## src/rtl/cbpf_pkg.sv

```systemverilog
// shared types and constants of the closed bezier path flattener
package cbpf_pkg;

    localparam int COORD_W       = 32;
    localparam int WEIGHT_W      = 17;
    localparam int PROD_W        = COORD_W + WEIGHT_W + 1;
    localparam int SUM_W         = PROD_W + 2;
    localparam int FRAC_W        = 16;
    localparam int STEPS_DEFAULT = 12;
    localparam int STEPS_MAX     = 32;
    localparam int QUEUE_DEFAULT = 2;

    typedef logic signed [COORD_W-1:0] coord_t;

    typedef struct packed {
        coord_t x;
        coord_t y;
    } point_t;

    // one unit of back-end work: a single point or a full cubic segment
    typedef struct packed {
        logic   is_point;
        logic   mark_last;
        point_t p0;
        point_t p1;
        point_t p2;
        point_t p3;
    } job_t;

endpackage

```

## src/rtl/cbpf_queue.sv

```systemverilog
// small register queue carrying jobs from the front end to the evaluator
module cbpf_queue #(
    parameter int DEPTH = cbpf_pkg::QUEUE_DEFAULT
) (
    input  logic            aclk,
    input  logic            aresetn,
    input  logic            in_valid,
    output logic            in_ready,
    input  cbpf_pkg::job_t  in_job,
    output logic            out_valid,
    input  logic            out_ready,
    output cbpf_pkg::job_t  out_job
);

    localparam int PTR_W = $clog2(DEPTH);
    localparam int CNT_W = $clog2(DEPTH + 1);

    cbpf_pkg::job_t    mem_reg [DEPTH];
    logic [PTR_W-1:0]  wr_ptr_reg, wr_ptr_next;
    logic [PTR_W-1:0]  rd_ptr_reg, rd_ptr_next;
    logic [CNT_W-1:0]  count_reg, count_next;
    logic              push, pop;

    assign in_ready  = (count_reg != CNT_W'(DEPTH));
    assign out_valid = (count_reg != '0);
    assign out_job   = mem_reg[rd_ptr_reg];
    assign push      = in_valid && in_ready;
    assign pop       = out_valid && out_ready;

    always_comb begin
        wr_ptr_next = wr_ptr_reg;
        rd_ptr_next = rd_ptr_reg;
        count_next  = count_reg;
        if (push) begin
            wr_ptr_next = (wr_ptr_reg == PTR_W'(DEPTH - 1)) ? '0 : wr_ptr_reg + 1'b1;
        end
        if (pop) begin
            rd_ptr_next = (rd_ptr_reg == PTR_W'(DEPTH - 1)) ? '0 : rd_ptr_reg + 1'b1;
        end
        if (push && !pop) begin
            count_next = count_reg + 1'b1;
        end else if (pop && !push) begin
            count_next = count_reg - 1'b1;
        end
    end

    always_ff @(posedge aclk) begin
        if (!aresetn) begin
            wr_ptr_reg <= '0;
            rd_ptr_reg <= '0;
            count_reg  <= '0;
        end else begin
            wr_ptr_reg <= wr_ptr_next;
            rd_ptr_reg <= rd_ptr_next;
            count_reg  <= count_next;
        end
    end

    always_ff @(posedge aclk) begin
        if (push) begin
            mem_reg[wr_ptr_reg] <= in_job;
        end
    end

    a_count_bound: assert property (@(posedge aclk) disable iff (!aresetn)
        count_reg <= CNT_W'(DEPTH))
        else $error("queue count beyond depth");

    a_ptr_gap: assert property (@(posedge aclk) disable iff (!aresetn)
        (count_reg == '0) |-> (rd_ptr_reg == wr_ptr_reg))
        else $error("queue pointers apart while empty");

endmodule

```

## config.mk

```make
export PLATFORM = sky130hd
export DESIGN_NAME = cbpf_queue
export DESIGN_NICKNAME = d
export VERILOG_FILES = /design/src/rtl/cbpf_pkg.sv /design/src/rtl/cbpf_queue.sv
export SDC_FILE = /design/constraint.sdc
export NUM_CORES = 1
export LEC_CHECK = 0
export ABC_AREA = 1
export BUFFER_PORTS_ARGS = -buffer_cell sky130_fd_sc_hd__buf_2
export CAP_MARGIN = 30
export CORE_AREA = 2 2 200 202
export DETAILED_ROUTE_END_ITERATION = 12
export DIE_AREA = 0 0 202 204
export PLACE_DENSITY = 0.76
export SYNTH_ARGS = -nofsm -noshare
export SYNTH_HDL_FRONTEND = slang
export SYNTH_SLANG_ARGS = --single-unit
```

## constraint.sdc

```tcl
create_clock -name aclk -period 25.5 [get_ports aclk]
set_clock_uncertainty 0.05 [all_clocks]
set_input_delay 3.825 -clock aclk [delete_from_list [all_inputs] [get_ports aclk]]
set_output_delay 3.825 -clock aclk [all_outputs]
set_load 0.01 [all_outputs]
```

==> metrics.txt <==
Synth warnings 0; Crit Path Class reg -> out; unrepaired setup endpoints after global routing false; HP Start rd_ptr_reg; DRT iter0 DRCs 456; Avg WL per Cell ~21 um; R2R Setup Slk between 20 and 25 ns; Vias/cell about 5.0; crit-path max FO 52; Final min period roughly 7.4 ns; area fraction of the dominant cell type after synthesis 0.7861; Tot GR Track Use 0.1924; syn nets 1,103; post-route setup TNS 0 ns; final net count roughly 1,700; Largest stage delay, worst path just over 0.8 ns; Cell Chain, Critical Path buf_4 -> buf_4 -> buf_16 -> mux2_4 -> buf_2; cts hold-fix bufs 0; DRT Pass-1 Iters 4; VDD IR max between 80 and 90 uV; max-slew violation count 0; Max Cap Viol 0; Worst Hold Class reg -> reg; Routed Antenna Nets 0; slew margin rel. 0.3223; Reg clk slew, reported paths roughly 0.06 ns; Post-CTS Setup Bufs 0; Critical Path Sink Type primary output; Netlist cell types 16; area of the multi-input gates 3785 um2; Final HPWL DP about 29 mm; Post-DP Area about 23,000 um2; initial antenna violation count 14; Routability Congestion 0.8156; via count slightly below 10,000; Buffers on Ports between 500 and 600; share of cells above drive strength 1 0.5993; Resized Gates After CTS 0; Max Fclk 136.0 MHz; Initial Utilization 0.5030; TritonCTS clock tree yes; worst reg2reg path depth 7; die area ~41,000 um2; R2R Path End mem_reg[1][150]; root buffer cell clkbuf_16; Post-Route WL a little over 40 mm; Top cell by count, worst path buf_4; Core ar. 39,180 um2; drt drc 0; Layout area overhead 24.36%; Clock Sinks roughly 520; Horiz. Die Dim 202 um; CP max-delay cell buf_4; Final Hold Fails 0; leading area contributor after synthesis edfxtp_1; Post-Layout Inst Area ~25,000 um2; Hold Path End rd_ptr_reg; Max clock buf depth 3; CTS buffer count between 50 and 60; sequential fraction of the synthesis area 0.7912; Clk Latency, worst-skew pair between 0.5 and 0.6 ns; Final setup viols 0; remaining global-route overflow 0; number of global-route vias before repair ~10,000; critical path data required time around 22 ns; first-pass GRT wire length between 50 and 60 mm; P per Cell Area roughly 98 nW/um2; Slew @ Worst Pin roughly 1.0 ns; post-synthesis cell area around 20,000 um2; largest net degree at the start of global routing 174; Post-Synthesis Cells 840; RR Startpoint count_reg[0]; io pins between 500 and 600; row count 73; max reg flops about 520; Worst setup SP type flop; Hold Path Depth 2; H-Tree Depth 2; status completed; Critical Path AT ~3.5 ns; main area contributors after synthesis edfxtp_1 79%, mux2_4 15%, mux2_2 3.3%, buf_6 1.4%, dfxtp_1 0.51%; syn avg cell area between 20 and 25 um2; Leakage 9.535 nW; Seq. cell area between 15,000 and 20,000 um2; #FFs+latches synth 521; Tcrit/Tclk final 0.2884; floorplan die height ~200 um; Layout fillers between 2,000 and 3,000
[critical path, delay by kind of cell, from the launching register on]
family                 cells  cell delay, ns
DFF                        1            0.80
muxes                      1            0.34
buffers and inverters      4            1.61
[logic make-up (layout without fill, tap and decap cells)]
| kind of cell | Yosys count | count (layout) | synth area share |
|---|---|---|---|
| AO/OA/AOI/OAI | 4 | 4 | 0.001143 |
| adder cells (fa/ha/maj) | 1 | 1 | 0.0006347 |
| buffers and inverters | 37 | 637 | 0.01752 |
| flip-flops | 521 | 521 | 0.7912 |
| multiplexers | 258 | 258 | 0.1857 |
| other | 0 | 10 | 0 |
| AND/OR/NAND/NOR | 19 | 19 | 0.003809 |
[cells in the mapped netlist]
library cell,number
a21oi_1,1
buf_2,3
buf_6,24
buf_8,2
dfxtp_1,5
edfxtp_1,516
ha_1,1
inv_1,8
mux2_2,57
mux2_4,201
nand2_1,9
nand3_1,1
nand4_1,1
nor2_1,8
o21a_1,1
o21ai_0,2
[layout make-up]
| class | instances | share of cell area |
|---|---|---|
| Sequential cell | 521 | 0.6364 |
| Antenna cell | 10 | 0.001021 |
| Tap cell | 525 | 0.02680 |
| Clock buffer | 65 | 0.05594 |
| Timing Repair Buffer | 537 | 0.1161 |
| Inverter | 8 | 0.001225 |
| Clock inverter | 27 | 0.008167 |
| Multi-Input combinational cell | 282 | 0.1544 |
[worst max-delay path by stage]
stage	depth (start not counted)	start	end	slack (ns)
2_1_floorplan	2	in_valid	mem_reg[0][0]	9.97
3_3_place_gp	4	flop	out_job[88]	18.50
3_5_place_dp	4	flop	out_job[66]	18.43
4_1_cts	4	flop	out_job[66]	17.80
5_1_grt	5	flop	out_job[20]	17.97
6_report	5	flop	out_job[112]	18.15
[through the flow]
stage               instances    util  setup WS, ns  total power (W)  hold WS [ns]
floorplan                 840       -         9.965         0.001568        0.4169
global placement         1867  0.5810         18.50         0.001702        0.4313
global route             1971  0.6253         17.97         0.002501        0.4977
detailed placement       1870  0.5827         18.43         0.001718        0.4428
finish                   1975  0.6256         18.15         0.002405        0.4517
CTS                      1962  0.6228         17.80         0.002425        0.4567
[layout by cell type (no fill, tap or decap)]
| master | count |
|---|---|
| clkinv_1 | 15 |
| mux2_2 | 57 |
| a21oi_1 | 1 |
| ha_1 | 1 |
| buf_12 | 3 |
| dfxtp_4 | 1 |
| nand2_1 | 9 |
| o21a_1 | 1 |
| clkbuf_16 | 53 |
| nand3_1 | 1 |
| o21ai_0 | 2 |
| buf_2 | 521 |
| nand4_1 | 1 |
| clkbuf_1 | 12 |
| diode_2 | 10 |
| mux2_4 | 201 |
| clkinv_2 | 6 |
| nor2_4 | 2 |
| nor2_1 | 6 |
| buf_4 | 9 |
| dfxtp_1 | 4 |
| clkinvlp_4 | 2 |
| inv_1 | 8 |
| bufinv_16 | 3 |
| buf_16 | 4 |
| edfxtp_1 | 516 |
| inv_6 | 1 |
[where the power goes]
group / internal [W] / switching, W / total (W)
combinational: 0.000284 / 0.000295 / 0.000580
sequential: 0.00108 / 0.0000374 / 0.00112
clock: 0.000408 / 0.000297 / 0.000705
total: 0.00178 / 0.000629 / 0.00240
[metal layers]
metal	track usage	up-vias	wire length, um
met3	0.06154	75	3894
met5	0	-	75
met2	0.3285	453	20880
met4	0.08062	10	1157
met1	0.2254	4882	15060
li1	-	4473	-
Note: power is estimated with default switching activity, not from simulation.
