`src/rtl/cbpf_pkg.sv`:
```
// shared types and constants of the closed bezier path flattener
package cbpf_pkg;

    localparam int COORD_W       = 32;
    localparam int WEIGHT_W      = 17;
    localparam int PROD_W        = COORD_W + WEIGHT_W + 1;
    localparam int SUM_W         = PROD_W + 2;
    localparam int FRAC_W        = 16;
    localparam int STEPS_DEFAULT = 12;
    localparam int STEPS_MAX     = 32;
    localparam int QUEUE_DEFAULT = 2;

    typedef logic signed [COORD_W-1:0] coord_t;

    typedef struct packed {
        coord_t x;
        coord_t y;
    } point_t;

    // one unit of back-end work: a single point or a full cubic segment
    typedef struct packed {
        logic   is_point;
        logic   mark_last;
        point_t p0;
        point_t p1;
        point_t p2;
        point_t p3;
    } job_t;

endpackage

```
`src/rtl/cbpf_front.sv`:
```
// front end: takes path nodes, tracks the open path and queues segment jobs
module cbpf_front (
    input  logic                   aclk,
    input  logic                   aresetn,
    input  logic                   s_valid,
    output logic                   s_ready,
    input  cbpf_pkg::coord_t       s_anchor_x,
    input  cbpf_pkg::coord_t       s_anchor_y,
    input  cbpf_pkg::coord_t       s_leave_x,
    input  cbpf_pkg::coord_t       s_leave_y,
    input  cbpf_pkg::coord_t       s_enter_x,
    input  cbpf_pkg::coord_t       s_enter_y,
    input  logic                   s_last_node,
    output logic                   job_valid,
    input  logic                   job_ready,
    output cbpf_pkg::job_t         job
);

    typedef enum logic [2:0] {
        F_IDLE  = 3'b001,
        F_FIRST = 3'b010,
        F_CLOSE = 3'b100
    } front_state_t;

    front_state_t      state_reg, state_next;
    logic              open_reg, open_next;
    cbpf_pkg::point_t  start_reg;
    cbpf_pkg::point_t  held_anchor_reg, held_leave_reg, held_enter_reg;
    cbpf_pkg::point_t  node_anchor_reg, node_leave_reg, node_enter_reg;
    logic              node_last_reg;
    logic              take, push;

    assign s_ready = (state_reg == F_IDLE);
    assign take    = s_valid && s_ready;
    assign push    = job_valid && job_ready;

    always_comb begin
        job_valid     = 1'b0;
        job.is_point  = 1'b0;
        job.mark_last = 1'b0;
        job.p0        = held_anchor_reg;
        job.p1        = held_leave_reg;
        job.p2        = held_enter_reg;
        job.p3        = node_anchor_reg;
        case (state_reg)
            F_IDLE: begin
                job_valid = 1'b0;
            end
            F_FIRST: begin
                job_valid = 1'b1;
                if (!open_reg) begin
                    // opening node emits its own anchor
                    job.is_point = 1'b1;
                    job.p0       = node_anchor_reg;
                end
            end
            F_CLOSE: begin
                // held node already holds this node: close back to the start
                job_valid     = 1'b1;
                job.mark_last = 1'b1;
                job.p3        = start_reg;
            end
            default: begin
                job_valid = 1'b0;
            end
        endcase
    end

    always_comb begin
        state_next = state_reg;
        open_next  = open_reg;
        case (state_reg)
            F_IDLE: begin
                if (take) begin
                    state_next = F_FIRST;
                end
            end
            F_FIRST: begin
                if (push) begin
                    open_next  = 1'b1;
                    state_next = node_last_reg ? F_CLOSE : F_IDLE;
                end
            end
            F_CLOSE: begin
                if (push) begin
                    open_next  = 1'b0;
                    state_next = F_IDLE;
                end
            end
            default: begin
                state_next = F_IDLE;
            end
        endcase
    end

    always_ff @(posedge aclk) begin
        if (!aresetn) begin
            state_reg       <= F_IDLE;
            open_reg        <= 1'b0;
            start_reg       <= '0;
            held_anchor_reg <= '0;
            held_leave_reg  <= '0;
            held_enter_reg  <= '0;
        end else begin
            state_reg <= state_next;
            open_reg  <= open_next;
            if (state_reg == F_FIRST && push) begin
                held_anchor_reg <= node_anchor_reg;
                held_leave_reg  <= node_leave_reg;
                held_enter_reg  <= node_enter_reg;
                if (!open_reg) begin
                    start_reg <= node_anchor_reg;
                end
            end
        end
    end

    always_ff @(posedge aclk) begin
        if (take) begin
            node_anchor_reg <= '{x: s_anchor_x, y: s_anchor_y};
            node_leave_reg  <= '{x: s_leave_x, y: s_leave_y};
            node_enter_reg  <= '{x: s_enter_x, y: s_enter_y};
            node_last_reg   <= s_last_node;
        end
    end

    a_close_needs_open: assert property (@(posedge aclk) disable iff (!aresetn)
        (state_reg == F_CLOSE) |-> (open_reg && node_last_reg))
        else $error("closing segment without an open last node");

    a_point_only_opening: assert property (@(posedge aclk) disable iff (!aresetn)
        (job_valid && job.is_point) |-> (!open_reg && state_reg == F_FIRST))
        else $error("anchor point queued inside an open path");

endmodule

```
`config.mk`:
```
export PLATFORM = sky130hd
export DESIGN_NAME = cbpf_front
export DESIGN_NICKNAME = d
export VERILOG_FILES = /design/src/rtl/cbpf_pkg.sv /design/src/rtl/cbpf_front.sv
export SDC_FILE = /design/constraint.sdc
export NUM_CORES = 1
export LEC_CHECK = 0
export BUFFER_PORTS_ARGS = -buffer_cell sky130_fd_sc_hd__buf_2
export CORE_ASPECT_RATIO = 1.4
export CORE_MARGIN = 2
export CORE_UTILIZATION = 57
export DETAILED_ROUTE_END_ITERATION = 16
export PLACE_DENSITY = 0.85
export SLEW_MARGIN = 15
export SYNTH_ARGS = -nofsm -noshare
export SYNTH_HDL_FRONTEND = slang
export SYNTH_SLANG_ARGS = --single-unit
```
`constraint.sdc`:
```
create_clock -name aclk -period 9.3 [get_ports aclk]
set_input_delay 0.93 -clock aclk [delete_from_list [all_inputs] [get_ports aclk]]
set_output_delay 0.93 -clock aclk [all_outputs]
set_load 0.05 [all_outputs]
```
==> metrics.txt <==
outcome complete, no violations; Setup Skew 0.0122 ns; RSZ-0062 raised after global routing no; Final Hold Viols 0; max_cap viols 0; Post-CTS Setup Bufs 0; EDFF count, synth 193; largest cells by area after synthesis edfxtp_1 (33%), dfxtp_1 (30%), nand2_1 (11%); Die H 211 um; Fmax achieved 0.247 GHz; syn_area_per_cell 11.9 um2; Ports 457; Seq/Total Area, Yosys 62.8%; Overflow after GRT 0; post-route cell area 21200 um2; synthesized area 17500 um2; power per cell area 203 nW/um2; Setup crit end kind output port; Setup TNS 0 ns; area delta synth->final 21.1%; Nets 2087; kind of start point of the critical path flop; GRT Total Usage 26.0%; clock-pin slew on the worst setup and hold paths 0.06 ns; Die Footprint 32200 um2; Slew Viols, Final 0; TritonRoute pass-1 iters 5; Core Box Area 30500 um2; vias in the first global route 12556; crit path buf inv count 2; cell taking the most area after synthesis edfxtp_1; final setup vio count 0; H-tree lvl count 2; Net Count, Synth 1673; largest net degree at the start of global routing 116; Worst Path Arrival 3.12 ns; Via density 5.39; clk buf depth 3; antenna viol nets, final 0; clk sinks 453; fin crit period 4.05 ns; worst hold slack 0.454 ns; hold bufs inserted after CTS 0; Tcrit/Tclk final 43.6%; crit path cell chain nor3b_4 > buf_4 > mux2_2 > buf_2; number of port buffers 456; Slew @ Worst Pin 1.18 ns; Worst-Skew Late Latency 0.53 ns; Worst Path Max Fanout 61; Die X 152 um; CTS root buf clkbuf_16; Critical Path RT 8.37 ns; slew margin rel. 21.1%; Placed Area 19800 um2; antenna violations before repair 7; vias 12499; final wirelength 43.8 mm; worst hold path class reg -> reg; max reg flops 128; Top FF cell, synth dfxtp_1; Rows 76; static leakage 8.42 nW; register bit total from synthesis 453; critical path type reg -> out; max incr delay on CP 0.78 ns; family with the most delay on the worst path buffers and inverters; Async SR Flop Fraction 0%; non-filler cells, final 2318; first-pass GRT wire length 66.4 mm; GP Congestion 0.833; post-synth top area share 33.1%; Initial Util 57.4%; Critical-path top delay cell buf_4; Yosys warning count 0; cts bufs inserted 43; layout cell share with drive strength beyond 1 34.9%; DRC 0; WL/cell 18.9 um; Syn Inst Count 1476; worst ir drop on vdd 206 uV; Distinct cells, synth 33; number of DRC markers in iteration 0 680; TritonCTS clock tree built; Post-CTS Resized 0; HPWL Detailed 28.1 mm; # placed instances 2234
kinds of logic after synthesis:
logic type                Yosys count  share of synthesized area, %
AOI/OAI and AO/OA                 199                          8.49
and+or+nand+nor                   529                          11.8
DFF                               453                          62.8
xor gates and xnor gates            1                        0.0500
muxes                             192                          12.9
buffers and inverters             102                          3.95
cells in the final DEF (no fill, tap or decap), types with 2 or more instances in the layout:
master,instances
a21boi_0,126
a21boi_1,66
buf_2,455
buf_4,14
bufinv_16,5
clkbuf_1,11
clkbuf_16,45
clkbuf_8,5
clkinv_1,3
clkinv_2,10
dfxtp_1,260
diode_2,4
edfxtp_1,193
mux2_2,79
mux2_4,49
mux2i_1,64
nand2_1,512
nor2_1,2
nor2b_1,2
o21ai_0,3
or3_1,2
where the power goes:
part	internal, W	switching (W)	total, W
sequential	0.00216	0.0000425	0.00220
clock	0.00106	0.000725	0.00178
combinational	0.000101	0.000225	0.000326
total	0.00332	0.000992	0.00431
metrics by stage:
stage	utilization, %	power [W]	setup slack (ns)
2_1_floorplan	-	0.00247	2.95
3_3_place_gp	64.7	0.00256	5.65
3_5_place_dp	64.7	0.00257	5.54
4_1_cts	69.4	0.00434	4.95
5_1_grt	69.5	0.00444	5.07
6_report	69.5	0.00431	5.25
synth_stat cells, types with 2 or more instances:
library cell / number
nor2b_1: 2
buf_6: 18
o21ai_0: 3
buf_4: 10
buf_12: 6
or3_1: 2
buf_2: 32
clkbuf_1: 36
dfxtp_1: 260
edfxtp_1: 193
mux2i_1: 64
a21boi_0: 126
a21boi_1: 66
nor2_1: 2
mux2_2: 79
nand2_1: 512
mux2_4: 49
final timing paths:
check                                  start                           end  slack, ns  cells past startpoint
hold reg to reg   start_reg[46]$_SDFFE_PN0P_    start_reg[46]$_SDFFE_PN0P_       0.45                      2
setup / recovery   state_reg[2]$_SDFFE_PN0P_                       job[39]       5.25                      4
hold / removal    start_reg[46]$_SDFFE_PN0P_    start_reg[46]$_SDFFE_PN0P_       0.45                      2
setup reg to reg   state_reg[1]$_SDFFE_PN0P_  node_enter_reg[35]$_DFFE_PP_       6.27                      5
worst reg2reg max path: stages, from the launching register on:
cell,delay [ns]
dfxtp_1,0.44
nand2b_1,0.22
nor2_1,0.12
and2_4,0.49
buf_4,0.68
buf_4,0.68
per-layer routing:
layer / share of wire (%) / global-route usage (%)
met3: 8.3 / 7.35
met1: 36 / 28.8
met4: 4.3 / 11.8
met2: 51 / 46.3
met5: 0.080 / 0
area by class of cell:
type / count / area, um2
flip-flops and latches: 453 / 11000
clock buffers: 60 / 1220
clock inverters: 19 / 220
well taps: 390 / 488
repair buffers: 471 / 2410
diodes: 4 / 10.0
multi-input cells: 921 / 5870
fillers: 2075 / 9300
(Power assumes the default switching activity.)
